## config.mk

```make
export PLATFORM = sky130hd
export DESIGN_NAME = progress_measure_unit_top
export DESIGN_NICKNAME = d
export VERILOG_FILES = /design/src/hw/rtl/pmu_pkg.sv /design/src/hw/rtl/progress_measure_unit_top.sv /design/src/hw/rtl/pmu_core.sv
export SDC_FILE = /design/constraint.sdc
export NUM_CORES = 1
export LEC_CHECK = 0
export ABC_AREA = 1
export BUFFER_PORTS_ARGS = -buffer_cell sky130_fd_sc_hd__clkbuf_2
export CORE_MARGIN = 3
export CORE_UTILIZATION = 45
export CTS_CLUSTER_SIZE = 28
export DETAILED_ROUTE_END_ITERATION = 10
export HOLD_SLACK_MARGIN = 0.03
export MAX_ROUTING_LAYER = met4
export PLACE_DENSITY = 0.65
export SYNTH_ARGS = -nofsm -noshare
export SYNTH_HDL_FRONTEND = slang
export SYNTH_SLANG_ARGS = --single-unit
```

## constraint.sdc

```tcl
create_clock -name i_clk -period 11.77 [get_ports i_clk]
set_input_delay 2.354 -clock i_clk [delete_from_list [all_inputs] [get_ports i_clk]]
set_output_delay 2.354 -clock i_clk [all_outputs]
set_load 0.01 [all_outputs]
```

## src/hw/rtl/pmu_pkg.sv

```systemverilog
// ----------------------------------------------------------------------------
// pmu_pkg
// Shared types, constants and entry helpers of the progress measure unit.
// ----------------------------------------------------------------------------
package pmu_pkg;

    // Measure layout: one counter per odd priority, packed from bit zero
    localparam int ODD_ENTRIES = 4;
    localparam int ENTRY_BITS  = 16;
    localparam int VEC_BITS    = 64;
    localparam int PCNT_BITS   = 4;
    localparam int BND_BITS    = 3;
    localparam int MODE_BITS   = 2;

    // Operation codes
    localparam logic [MODE_BITS-1:0] MODE_SUCC   = 2'd0;
    localparam logic [MODE_BITS-1:0] MODE_COPY   = 2'd1;
    localparam logic [MODE_BITS-1:0] MODE_GREATER = 2'd2;
    localparam logic [MODE_BITS-1:0] MODE_LESS   = 2'd3;

    // Configuration register indexes
    localparam logic CFG_PRIORITY_COUNT = 1'b0;
    localparam logic CFG_MAX_VECTOR     = 1'b1;

    typedef logic [ENTRY_BITS-1:0] t_entry;
    typedef t_entry [ODD_ENTRIES-1:0] t_entries;

    typedef struct packed {
        logic [MODE_BITS-1:0] mode;
        logic [BND_BITS-1:0]  boundary;
        logic [VEC_BITS-1:0]  operand_a;
        logic [VEC_BITS-1:0]  operand_b;
    } t_req;

    typedef struct packed {
        logic [VEC_BITS-1:0] result_vector;
        logic                flag;
        logic                result_is_top;
        logic                range_error;
    } t_rsp;

    // Split a packed measure into entries; bits past the vector read as zero
    function automatic t_entries unpack_vec(input logic [VEC_BITS-1:0] v);
        t_entries e;
        int       pos;
        e = '0;
        for (int k = 0; k < ODD_ENTRIES; k++) begin
            for (int i = 0; i < ENTRY_BITS; i++) begin
                pos = k * ENTRY_BITS + i;
                if (pos < VEC_BITS) begin
                    e[k][i] = v[pos[5:0]];
                end
            end
        end
        return e;
    endfunction

    // Pack entries into a measure; bits past the vector are dropped
    function automatic logic [VEC_BITS-1:0] pack_vec(input t_entries e);
        logic [VEC_BITS-1:0] v;
        int                  pos;
        v = '0;
        for (int k = 0; k < ODD_ENTRIES; k++) begin
            for (int i = 0; i < ENTRY_BITS; i++) begin
                pos = k * ENTRY_BITS + i;
                if (pos < VEC_BITS) begin
                    v[pos[5:0]] = e[k][i];
                end
            end
        end
        return v;
    endfunction

endpackage

```

## src/hw/rtl/progress_measure_unit_top.sv

```systemverilog
// ----------------------------------------------------------------------------
// progress_measure_unit_top
// Progress measure unit for parity-game lifting: one measure op per request.
// ----------------------------------------------------------------------------
// Usage:
//   Requests enter on i_valid/o_ready with an i_req payload (mode, boundary,
//   operand_a, operand_b); responses leave on o_valid/i_ready with o_rsp.
//   The configuration port (i_cfg_we, i_cfg_index, i_cfg_data) writes the
//   priority count and the maximum vector; the user must do so only with
//   the unit idle, which the unit itself does not enforce.
//   The input register feeds one pass through the operation logic into the
//   response register. The unit takes one request per cycle while the
//   receiver keeps i_ready high; the operation logic between the two
//   registers is a single pass.
//   Reset clears both stage valid bits and loads priority count 8 and an
//   all-ones maximum vector.
//   When the receiver stalls, the response register holds and the input
//   register still takes one more request; o_ready drops only when both
//   stages are full and i_ready is low.
// ----------------------------------------------------------------------------
module progress_measure_unit_top
    import pmu_pkg::*;
(
    input  logic                 i_clk,
    input  logic                 i_rst_n,
    input  logic                 i_valid,
    output logic                 o_ready,
    input  t_req                 i_req,
    output logic                 o_valid,
    input  logic                 i_ready,
    output t_rsp                 o_rsp,
    input  logic                 i_cfg_we,
    input  logic                 i_cfg_index,
    input  logic [VEC_BITS-1:0]  i_cfg_data
);

    logic [PCNT_BITS-1:0] r_priority_count;
    logic [VEC_BITS-1:0]  r_max_vector;
    logic                 r_in_valid;
    t_req                 r_req;
    logic                 r_out_valid;
    t_rsp                 r_rsp;
    t_rsp                 n_rsp;
    logic                 out_free;

    // Write configuration registers
    always_ff @(posedge i_clk) begin
        if (!i_rst_n) begin
            r_priority_count <= PCNT_BITS'(8);
            r_max_vector     <= '1;
        end else if (i_cfg_we) begin
            unique case (i_cfg_index)
                CFG_PRIORITY_COUNT: r_priority_count <= i_cfg_data[PCNT_BITS-1:0];
                CFG_MAX_VECTOR:     r_max_vector     <= i_cfg_data;
                default:            r_max_vector     <= r_max_vector;
            endcase
        end
    end

    assign out_free = !r_out_valid || i_ready;
    assign o_ready  = !r_in_valid || out_free;

    // Input stage: take a request whenever the stage is empty or moving on
    always_ff @(posedge i_clk) begin
        if (!i_rst_n) begin
            r_in_valid <= 1'b0;
        end else if (o_ready) begin
            r_in_valid <= i_valid;
        end
    end

    always_ff @(posedge i_clk) begin
        if (o_ready && i_valid) begin
            r_req <= i_req;
        end
    end

    pmu_core u_core (
        .i_req            (r_req),
        .i_priority_count (r_priority_count),
        .i_max_vector     (r_max_vector),
        .o_rsp            (n_rsp)
    );

    // Response stage: hold while the receiver stalls
    always_ff @(posedge i_clk) begin
        if (!i_rst_n) begin
            r_out_valid <= 1'b0;
        end else if (out_free) begin
            r_out_valid <= r_in_valid;
        end
    end

    always_ff @(posedge i_clk) begin
        if (out_free && r_in_valid) begin
            r_rsp <= n_rsp;
        end
    end

    assign o_valid = r_out_valid;
    assign o_rsp   = r_rsp;

`ifndef SYNTHESIS
    a_err_clears_rest: assert property (@(posedge i_clk) disable iff (!i_rst_n)
        r_out_valid && r_rsp.range_error |->
            (r_rsp.result_vector == '0) && !r_rsp.flag && !r_rsp.result_is_top)
        else $error("range error response carries nonzero fields");

    a_reset_empties: assert property (@(posedge i_clk)
        !i_rst_n |=> !r_in_valid && !r_out_valid)
        else $error("pipeline not empty after reset");

    a_stalled_req_kept: assert property (@(posedge i_clk) disable iff (!i_rst_n)
        r_in_valid && !out_free |=> r_in_valid)
        else $error("request dropped from input stage during stall");

    a_full_not_ready: assert property (@(posedge i_clk) disable iff (!i_rst_n)
        r_in_valid && r_out_valid && !i_ready |-> !o_ready)
        else $error("ready high with both stages full and stalled");
`endif

endmodule

```

## src/hw/rtl/pmu_core.sv

```systemverilog
// ----------------------------------------------------------------------------
// pmu_core
// Single-pass measure operation: successor, prefix copy and the two compares.
// ----------------------------------------------------------------------------
module pmu_core
    import pmu_pkg::*;
(
    input  t_req                  i_req,
    input  logic [PCNT_BITS-1:0]  i_priority_count,
    input  logic [VEC_BITS-1:0]   i_max_vector,
    output t_rsp                  o_rsp
);

    t_entries                a_e;
    t_entries                b_e;
    t_entries                m_e;
    t_entries                succ_e;
    t_entries                copy_e;
    logic [ODD_ENTRIES-1:0]  prefix;
    logic [ODD_ENTRIES-1:0]  below;
    logic [ODD_ENTRIES-1:0]  later_below;
    logic [BND_BITS-1:0]     last_idx;
    logic                    b_top;
    logic                    any_below;
    logic                    gt_flag;
    logic                    lt_flag;
    logic                    err;
    logic [VEC_BITS-1:0]     max_canon;
    logic [VEC_BITS-1:0]     res;

    assign a_e       = unpack_vec(i_req.operand_a);
    assign b_e       = unpack_vec(i_req.operand_b);
    assign m_e       = unpack_vec(i_max_vector);
    assign max_canon = pack_vec(m_e);
    assign last_idx  = i_req.boundary >> 1;
    assign err       = (i_req.mode != MODE_LESS) &&
                       ({1'b0, i_req.boundary} >= i_priority_count);

    // Mark prefix entries and those still below their maximum
    always_comb begin
        b_top = 1'b1;
        for (int k = 0; k < ODD_ENTRIES; k++) begin
            prefix[k] = (BND_BITS'(k) <= last_idx) || (k == ODD_ENTRIES - 1 &&
                        int'(last_idx) >= ODD_ENTRIES - 1);
            below[k]  = prefix[k] && (b_e[k] < m_e[k]);
            if (b_e[k] != m_e[k]) begin
                b_top = 1'b0;
            end
        end
    end

    // Increment the last entry below maximum, keep earlier, clear later
    always_comb begin
        later_below = '0;
        for (int k = ODD_ENTRIES - 2; k >= 0; k--) begin
            later_below[k] = later_below[k+1] | below[k+1];
        end
        any_below = |below;
        for (int j = 0; j < ODD_ENTRIES; j++) begin
            if (later_below[j]) begin
                succ_e[j] = b_e[j];
            end else if (below[j]) begin
                succ_e[j] = b_e[j] + t_entry'(1);
            end else begin
                succ_e[j] = '0;
            end
            copy_e[j] = prefix[j] ? b_e[j] : '0;
        end
    end

    // Compare from the high entry down so the lowest differing entry decides
    always_comb begin
        gt_flag = 1'b0;
        lt_flag = 1'b0;
        for (int k = ODD_ENTRIES - 1; k >= 0; k--) begin
            if (prefix[k] && (a_e[k] != b_e[k])) begin
                gt_flag = (a_e[k] > b_e[k]);
            end
            if (a_e[k] != b_e[k]) begin
                lt_flag = (a_e[k] < b_e[k]);
            end
        end
    end

    // Select the result by mode
    always_comb begin
        o_rsp = '0;
        res   = '0;
        if (err) begin
            o_rsp.range_error = 1'b1;
        end else begin
            unique case (i_req.mode)
                MODE_SUCC: begin
                    if (b_top || !any_below) begin
                        res = max_canon;
                    end else begin
                        res        = pack_vec(succ_e);
                        o_rsp.flag = 1'b1;
                    end
                    o_rsp.result_vector = res;
                    o_rsp.result_is_top = (res == max_canon);
                end
                MODE_COPY: begin
                    res                 = b_top ? max_canon : pack_vec(copy_e);
                    o_rsp.result_vector = res;
                    o_rsp.result_is_top = (res == max_canon);
                end
                MODE_GREATER: begin
                    o_rsp.flag = gt_flag;
                end
                MODE_LESS: begin
                    o_rsp.flag = lt_flag;
                end
                default: begin
                    o_rsp = '0;
                end
            endcase
        end
    end

endmodule

```

== After elaboration in Yosys (flattened, before gate mapping) ==
Cells that the tools add are included.

* Memory bits (writable): 0
* Bits in read-only memories: 0
* Memories kept: 0
* Bits in latches: 0
* Register bits after elaboration: 270
* Input bits: 203

* Bitwise gates (word level): 3
* Reduce and logical (&&, ||, !) cells: 22
* Shift operators: 0
* Equality and inequality tests: 14
* Magnitude comparators: 18
* Mux-type cells: 160
* Add/subtract/negate cells: 4
* Multipliers: 0
* Divide/modulo/power cells: 0

{| class="wikitable"
|+ Operator list
! kind !! count
|-
| 2-to-1 mux 64 bit || 4
|-
| 2-to-1 mux 16 bit || 11
|-
| 2-to-1 mux 1 bit || 142
|-
| equality test 64 bit || 2
|-
| < comparator 16 bit || 8
|-
| inequality test 16 bit || 8
|-
| one-hot mux 64 bit (2 select lines) || 1
|-
| adder 16 x 1 -> 16 bit (second input constant) || 4
|-
| greater-than comparator 16 bit || 4
|-
| logical AND 1 bit || 11
|-
| equality test 2 bit (second input constant) || 2
|-
| greater-or-equal comparator 3 x 4 -> 1 bit || 1
|-
| <= comparator 1 x 2 -> 1 bit (first input constant) || 2
|-
| <= comparator 2 bit (first input constant) || 2
|-
| logical OR 1 bit || 4
|-
| AND reduction 2 bit || 2
|-
| OR reduction 4 bit || 1
|-
| logical NOT 1 bit || 3
|-
| one-hot mux 1 bit (3 select lines) || 1
|-
| equality test 2 x 1 -> 1 bit (second input constant) || 1
|-
| greater-or-equal comparator 2 bit (second input constant) || 1
|-
| logical NOT 2 bit || 1
|-
| inequality test 2 bit (second input constant) || 1
|-
| OR 1 bit || 2
|-
| other kinds (2) || 2
|}

== Longest topological paths before layout ==
* Depth in word-level cells: 11
* Depth in mapped cells: 28

== By module ==
From an unflattened synthesis, not the netlist that was laid out.

* Cells, all modules: 2469
* Area, all modules: 18470.2 µm²

{| class="wikitable"
|+ By module, submodules not included
! module !! area each (µm²) !! cells an instance !! instances
|-
| pmu_core || 9939.5 || 1952 || 1
|-
| progress_measure_unit_top || 8530.7 || 517 || 1
|}

== Least setup slack after synthesis ==
No wires, ideal clock.

* Path type: input-to-reg
* Start point: input port i_ready
* End point: register r_rsp (netlist bit o_rsp[0]) (enable)
* Stages: 2
* Arrival: 5.649 ns
* Path buffers: 0
* Required time: 11.256 ns
* Path slack: 5.607 ns
* Cell sequence: inv_1 a21oi_1

* Longest elaborated chain between the ends: 2

{| class="wikitable"
|+ RTL lines
! item !! RTL line !! text
|-
| start, declared || progress_measure_unit_top.sv:30 || <nowiki>input logic i_ready,</nowiki>
|-
| logical OR 1 bit || progress_measure_unit_top.sv:60 || <nowiki>assign out_free = !r_out_valid || i_ready;</nowiki>
|-
| logical AND 1 bit || progress_measure_unit_top.sv:95 || <nowiki>if (out_free && r_in_valid) begin</nowiki>
|-
| end signal, assigned || progress_measure_unit_top.sv:96 || <nowiki>r_rsp <= n_rsp;</nowiki>
|-
| end, declared || progress_measure_unit_top.sv:42 || <nowiki>t_rsp r_rsp;</nowiki>
|}

Every way passes these cells.
A chain may end at the register's enable or synchronous reset.

== Worst setup path after layout ==
* Start point: input port i_ready
* End point: output port o_ready

* Longest elaborated chain between the ends: 2

{| class="wikitable"
|+ RTL lines
! item !! RTL line !! text
|-
| logical OR 1 bit || progress_measure_unit_top.sv:60 ||
|-
| logical OR 1 bit || progress_measure_unit_top.sv:61 || <nowiki>assign o_ready = !r_in_valid || out_free;</nowiki>
|-
| end, declared || progress_measure_unit_top.sv:27 || <nowiki>output logic o_ready,</nowiki>
|}

Every way passes these cells.

==> impl_metrics.ini <==
[run_status]
status = finished, final reports clean

[finish]
final_net_count = 2949
final_layout_size_suffix_gt1_frac = 0.1415
instances_no_fill = 3162
area_delta_synth_final_pct = 15.06
finish.utilization = 0.5256
fill_cells = 3894

[power]
ir_worst_vdd_v = 0.00009316
power_frac_seq = 0.431
pwr-share-comb = 0.195
design_power_total_w = 0.002618
p_int_w = 0.001831
cellLeakagePower_nw = 10.15
power_density_nw_per_um2 = 124.8
p_sw_w = 0.0007867
p_sw_frac = 0.3005
clock_power_share = 0.374

[grt]
overflow = 0
gr-usage-met1 = 0.3822
top_usage_layer = met2
grt_pass1_vias = 17760
grt_use_total = 0.2878
grt_first_pass_wirelength_um = 96700
grt_max_degree = 72
antenna_found_initial = 1
met2_usage = 0.4481
met3_usage = 0.03808

[worst_setup_path]
path_delay_family = buffers and inverters
endpoint_kind = output pin
cpMostUsedCell = clkbuf_2
worst_path_max_delay_cell = clkbuf_2
critPathKind = in2out
critPathBufInv = 3
crit_fanout = 3
max_stage_delay_ps = 150
rrSetupSlack_ps = 6910
required_ps = 9420
critPathArrivalTime_ps = 2810
path_cells = clkbuf_2, inv_1, nand3_1, clkbuf_2
critPathLaunchType = primary input

[drt]
num_vias = 17950
drt_iter0_drc = 1586
viasPerCell = 5.676
wl_per_cell_um = 19.64
finalWirelength_um = 62110
antenna_left = 0
firstDrtPassIters = 6
drcViolationCount = 0

[yosys]
ys_warn_count = 0
syn_avg_cell_area_um2 = 7.638
syn_inst = 2387
synth_area_um2 = 18230
syn_nets = 2725
synthDistinctLibCells = 43
yosysSeqAreaShare = 0.4063
yosys_most_used_dff = edfxtp_1
ys_async_sr_fraction = 0
synth_edf_count = 200
ys_ff_latch = 270

[worst_hold_path]
min_path_type = reg2reg

[die]
ios = 272
die_x_um = 207.3
rows = 73
initial_core_util = 0.4568
die_h_um = 207.3
coreArea_um2 = 39910
die-area_um2 = 42970

[cts]
clockBufferDepth = 3
cts_buffers = 31
htreeDepth = 1
clk_latency_ps = 590
ctsHoldBuffers = 0
cts_setup_buffers = 0
cts_tree = yes
clkTransAtPathRegs_ps = 60
post_cts_resized = 0
cts.sink_count = 270
clockRootBuffer = clkbuf_16

[timing]
max_freq_mhz = 193.5
rsz0062_at_grt = no
max_slew.worst_pin.slew_ps = 1198
clock_skew_ps = 23.10
hold_viol = 0
min_period_over_period = 0.4390
fin_crit_ps = 5168
whs_ps = 476.4
tns_ps = 0
drv_slew = 0
max_slew_margin = 0.1938
setup_viol = 0

[placement]
post-place-cells = 3103
port_buffers = 271
dpl.hpwl_um = 43460
globalplace.congestion = 0.9123

[run]
cap_violations = 0
## cells in the final DEF (no fill, tap or decap), types with 41 or more instances in the layout
cell	instances
nor2_1	156
dfxtp_1	70
nand2_1	703
nand4_1	41
o21ai_0	131
ha_1	135
clkbuf_2	271
edfxtp_1	200
nand3_1	243
a21oi_1	130
o211ai_1	97
inv_1	232
## cells by family (layout without fill, tap and decap cells)
kind of cell,after synthesis,in the layout,share of synthesized area
AOI/OAI and AO/OA,408,408,0.1311
xor gates and xnor gates,33,33,0.01585
adders and majority gates,135,135,0.09264
buffers and inverters,334,583,0.07357
DFF,270,270,0.4063
other,0,1,0
and+or+nand+nor,1207,1207,0.2805
## synth_stat cells, drive strengths merged (4+ instances only)
cell type    n  area, um^2
nand2      713        2728
nor2       161       609.3
xor2        31       271.5
buf         31       201.4
dfxtp       70        1401
nor4         7       43.79
o21bai       4       30.03
a21o         5       37.54
or2         12       75.07
edfxtp     200        6006
o21a        16       120.1
nor3        23       120.1
ha         135        1689
o211ai      97       728.2
o21ai      142       710.7
inv        240       903.4
a21oi      134       681.9
clkbuf      63       236.5
nand3      244        1226
nand4       41       256.5
## path summary, 6_finish.rpt
check / start / end / cells after the start
setup / recovery: i_ready / o_ready / 4
hold / removal: r_priority_count[2] / r_priority_count[2] / 2
setup reg to reg: r_req[57] / o_rsp[1] / 19
hold reg to reg: r_priority_count[2] / r_priority_count[2] / 2
## power groups by stage
stage | Combinational [W] | Clock (W) | Sequential [W]
global placement | 0.000489 | 0 | 0.00115
finish | 0.000510 | 0.000979 | 0.00113
global route | 0.000575 | 0.00104 | 0.00113
detailed placement | 0.000500 | 0 | 0.00115
CTS | 0.000504 | 0.000998 | 0.00113
floorplan | 0.000334 | 0 | 0.00114
## layout make-up
| class | instances | area [um^2] | share of cell area |
|---|---|---|---|
| Inverter | 240 | 908.4 | 0.04330 |
| Clock inverter | 17 | 193.9 | 0.009244 |
| Antenna cell | 1 | 2.502 | 0.0001193 |
| Tap cell | 525 | 656.9 | 0.03131 |
| Clock buffer | 41 | 823.3 | 0.03924 |
| Multi-Input combinational cell | 1783 | 9525 | 0.4540 |
| Timing Repair Buffer | 285 | 1461 | 0.06966 |
| Sequential cell | 270 | 7407 | 0.3531 |
## tightest hold or removal path: cells and delay by family, from the launching register on
| family | cells | cell delay [ps] |
|---|---|---|
| AOI/OAI and AO/OA | 1 | 60 |
| buffers and inverters | 1 | 70 |
| DFF | 1 | 290 |
## state kept, by name (all words and copies together), names as in the netlist
| register | flops |
|---|---|
| o_rsp | 67 |
| o_valid | 1 |
| r_in_valid | 1 |
| r_max_vector | 64 |
| r_priority_count | 4 |
| r_req | 133 |
## stage by stage
stage / cell area [um^2] / setup WS (ps)
final: 20980 / 6602
after global routing: 20980 / 6563
after CTS: 20980 / 6596
after detailed placement: 19960 / 6596
after global placement: 19960 / 6600
after floorplan: 18230 / 5607
## metal layers
layer,up-vias,routed length (um)
li1,8584,-
met1,8358,26720
met2,847,27850
met3,158,4776
met4,0,2760
met5,-,0
(Power assumes the default switching activity.)
